`src/hdl/awqps_ram.sv`:
```
`default_nettype none
module awqps_ram #(
	parameter int unsigned WIDTH = 32,
	parameter int unsigned DEPTH = 64
) (
	input  wire logic                     clk,
	input  wire logic                     we,
	input  wire logic [$clog2(DEPTH)-1:0] waddr,
	input  wire logic [WIDTH-1:0]         wdata,
	input  wire logic [$clog2(DEPTH)-1:0] raddr,
	output logic      [WIDTH-1:0]         rdata
);

	logic [WIDTH-1:0] mem [DEPTH];

	always_ff @(posedge clk) begin
		if (we) begin
			mem[waddr] <= wdata;
		end
		rdata <= mem[raddr];
	end

endmodule
`default_nettype wire

```
`config.mk`:
```
export PLATFORM = sky130hd
export DESIGN_NAME = awqps_ram
export DESIGN_NICKNAME = d
export VERILOG_FILES = /design/src/hdl/awqps_ram.sv
export SDC_FILE = /design/constraint.sdc
export NUM_CORES = 2
export LEC_CHECK = 0
export BUFFER_PORTS_ARGS = -buffer_cell sky130_fd_sc_hd__buf_4
export CORE_ASPECT_RATIO = 0.75
export CORE_MARGIN = 2
export CORE_UTILIZATION = 40
export DETAILED_ROUTE_END_ITERATION = 7
export PLACE_DENSITY = 0.63
export RECOVER_POWER = 50
export SLEW_MARGIN = 15
export SYNTH_ARGS = -nofsm -noshare
export SYNTH_HDL_FRONTEND = slang
export SYNTH_SLANG_ARGS = --single-unit
```
`constraint.sdc`:
```
create_clock -name clk -period 4.07 [get_ports clk]
set_input_delay 0.407 -clock clk [delete_from_list [all_inputs] [get_ports clk]]
set_output_delay 0.407 -clock clk [all_outputs]
set_load 0.005 [all_outputs]
```
# After elaboration in Yosys (flattened, before gate mapping)
# Memory sizes are Yosys's and may differ from the RTL's. A register that Yosys moved wholly into a read port is not among the register bits.
# Index checks and enable logic that the tools add are counted.
# word_totals
register_bits	0
memories	1
in_bits	46
mem_bits_rw	2048
# op_classes
mux	2
# mem_list
name	words	word_bits	read_ports	rd_clocked_by_memory_dff	write_ports	line	text
mem	64	32	1	1	1	14	logic [WIDTH-1:0] mem [DEPTH];
# op_table
operator	n
$mux W1	2

# Longest topological paths before layout
# depth
depth_word	2
mapped_depth	10
depth_no_buf	5

# Least setup slack after synthesis
# Ideal clock, no wire load.
# synth_path
kind	input-to-reg
start	input waddr[3]
end	memory mem[48][0] (enable)
slack_ns	0.503
path_buffers	1
t_arrival_ns	3.106
cell_stages	4
path_cell_list	clkbuf_1 -> nor2b_1 -> nand4b_1 -> nor3_1
# synth_rtl
element	line	text
from (decl)	8	input wire logic [$clog2(DEPTH)-1:0] waddr,
to (decl)	14	
# No word-level cell before the write port.

# Worst setup path after layout
# layout_path
start	input wdata[16]
end	memory mem[51][16] (data pin)
# layout_rtl
element	line	text
from (decl)	9	input wire logic [WIDTH-1:0] wdata,
# No word-level cell before the write port.

==> impl_results.md <==
* Outcome: finished with violations
* Failing checks: antenna rules, capacitance limit, slew limit
* Core area at between 150000 and 200000 sq um
* Routed vias at 37600
* Buf/Inv on CP at 1
* CP max stage delay at 2.48 ns
* Leakage power at roughly 28 nW
* GRT Overall Usage at 0.207
* Die ar. at 200000 sq um
* Fill cells at about 16000
* DRC errors left at 0
* Yosys cell types at 34
* Max Clk Rate at between 300 and 400 MHz
* Crit-path cells: clkbuf_1
* Post-Syn Instances at around 3300
* Total gr overflow at 0
* Hold Path Sink: rdata[18]$_DFF_P_
* Layout cells sized above 1 at 0.294
* Synth area leader: edfxtp_1
* Synth top area share at 0.783
* Setup slack after layout at 1.19 ns
* Vias in the first global route at 36700
* Worst slew margin at -1.41
* Hold Crit Start: raddr[5]
* Mapped Nets at 3370
* Avg WL per Cell at 32.3 um
* Final period util at 0.708
* Antenna-violating nets left at 1
* Initial antenna violation count at 23
* CTS Buffer Depth at 3
* Area growth, synth to finish at 14.4%
* I/O pin cnt at 78
* H-tree levels at 4
* Critical Path Start Type: primary input
* Syn Area/Cell at between 20 and 25 sq um
* Setup TNS at 0 ns
* CP arrival at 2.99 ns
* Clock tree sinks at ~2100
* Final net count at approximately 3600
* Post-CTS sizing at 0
* Top delay family on crit path: buffers and inverters
* Cell Pwr Density at about 490 nW/um^2
* WL final at around 210 mm
* CTS Root Cell: clkbuf_16
* Post-route design area at 89800 sq um
* Drt via density at 5.88
* Hold path depth at 4
* Crit path time final at 2.88 ns
* Critical path fanouts, max at 64
* YS warnings at 0
* Detailed Routing Iterations Pass 1 at 5
* Synthesized area at just under 80000 sq um
* Reg2Reg Capture Point: rdata[17]$_DFF_P_
* DP Wirelength at around 120 mm
* R2R depth at 5
* Post-CTS Hold Fix Bufs at 1
* Max Cap Viol at 32
* CP Class: in2reg
* Largest net degree at the start of global routing at 69
* Register area share after synthesis at 0.791
* Die width at 516 um
* Crit-path slowest cell: clkbuf_1
* CTS buffer count at 195
* Row count at 140
* Die height at 388 um
* Routability cong. at 0.835
* Initial core utilization at 0.403
* RSZ-0062 raised after global routing: false
* Worst r2r src: mem[30][17]$_DFFE_PP_
* Pins Over Slew Limit at 2087
* DRT iter0 DRCs at 5637
* R2r setup slk at 1.71 ns
* Worst setup EP type: flop
* First-pass GRT wire length at 290 mm
* CTS tree: built
* Final Hold Viols at 0
* Post-CTS Setup Inserts at 0
* HP Class: in2reg
* Least-Margin Pin Slew at 3.62 ns
* Req. time, crit path at around 4.2 ns
* Clock Skew at 0.0436 ns
* Worst slack, placed at 0.442 ns
* Worst skew pair latency at 0.85 ns
* Final setup viols at 0
* Number of synthesized register bits at ~2100
* Placed standard-cell area at approximately 84000 sq um
* Synth top area cells: edfxtp_1 (78%), mux4_2 (16%), mux2i_1 (1.2%)
* Worst vdd ir at 0.424 mV
* Clk slew on worst S/H paths at about 0.060 ns
* I/O Buffers at 77
[worst reg2reg max path, stage by stage, from the launching register on]
cell and delay [ns]:
edfxtp_1 0.36, mux4_2 0.46, nor2b_1 0.14, a21oi_1 0.08, a311oi_1 0.99, nor3_1 0.17
[routing by layer]
layer,wire length [um],track usage,part of all wire,up-vias
met5,50,0,0.00024,-
li1,-,-,-,14800
met2,92900,0.302,0.45,2051
met1,88000,0.319,0.43,20500
met3,21500,0.0438,0.10,276
met4,4440,0.0503,0.021,8
[registers in the layout, summed over array words and instances (netlist names)]
name and flops:
mem 2048, rdata 32
[cell usage after synthesis]
cell      number
edfxtp_1    2048
mux4_2       544
nor2_1       137
mux2i_1       93
o22ai_1       84
clkbuf_1      74
a21oi_1       62
buf_2         57
dfxtp_1       32
o221ai_1      27
nand2_1       26
buf_4         25
buf_1         21
nor2b_1       15
a22oi_1       12
a311oi_1       8
nand2b_1       8
nor3_1         7
buf_6          5
nand3_1        5
nand3b_1       5
a41o_1         4
and3_1         4
o32ai_1        4
or3_1          3
or3b_2         3
and2_1         2
nand4_1        2
or3b_1         2
a31oi_1        1
nand4b_1       1
or2_0          1
or2_1          1
or2_2          1
[cell families after synthesis]
kind of cell | Yosys count | share of synthesized area
flip-flops | 2080 | 0.791
multiplexers | 637 | 0.168
AND/OR/NAND/NOR | 223 | 0.0127
AO/OA/AOI/OAI | 202 | 0.0167
buffers and inverters | 182 | 0.0113
[cell type report]
class                           count  area, sq um  share of cell area
Multi-Input combinational cell   1062        15900               0.178
Tap cell                         2627         3290              0.0366
Clock buffer                      243         5100              0.0568
Timing Repair Buffer              263         2210              0.0246
Sequential cell                  2080        62100               0.692
Clock inverter                    114         1120              0.0124
Antenna cell                       11         27.5            0.000306
[worst max-delay path by stage]
stage	depth (start not counted)	slack, ns	endpoint	start
6_report	1	1.19	mem[51][16]$_DFFE_PP_	wdata[16]
4_1_cts	8	1.32	rdata[4]$_DFF_P_	raddr[0]
3_5_place_dp	8	0.44	rdata[4]$_DFF_P_	raddr[0]
2_1_floorplan	4	0.50	mem[48][0]$_DFFE_PP_	waddr[3]
3_3_place_gp	8	0.42	rdata[4]$_DFF_P_	raddr[0]
5_1_grt	1	1.00	mem[53][16]$_DFFE_PP_	wdata[16]
[power by group]
part / switching [mW] / internal (mW) / leakage (nW)
registers: 0.103 / 23.8 / 18.7
clock network: 7.99 / 9.77 / 3.02
logic: 1.50 / 0.854 / 5.98
[through the flow]
step,std cells,power [mW],hold slack [ns],utilization
after global routing,6391,45.2,0.228,0.461
after global placement,6031,26.6,0.797,0.430
after floorplan,3324,25.4,0.506,-
after CTS,6389,44.2,0.0848,0.462
final,6400,44.0,0.250,0.462
after detailed placement,6031,26.7,0.796,0.430
[placed cells by master, fill, tap and decap left out, types with 32 or more instances in the layout]
master / instances
o22ai_1: 84
clkbuf_16: 195
a21oi_1: 61
mux2i_1: 93
clkbuf_1: 79
clkinv_2: 36
nor2_4: 59
dfxtp_1: 32
clkinv_1: 45
edfxtp_1: 2048
nor2_1: 78
mux4_2: 544
buf_4: 196
No activity file was read; power rests on OpenSTA's default activity.
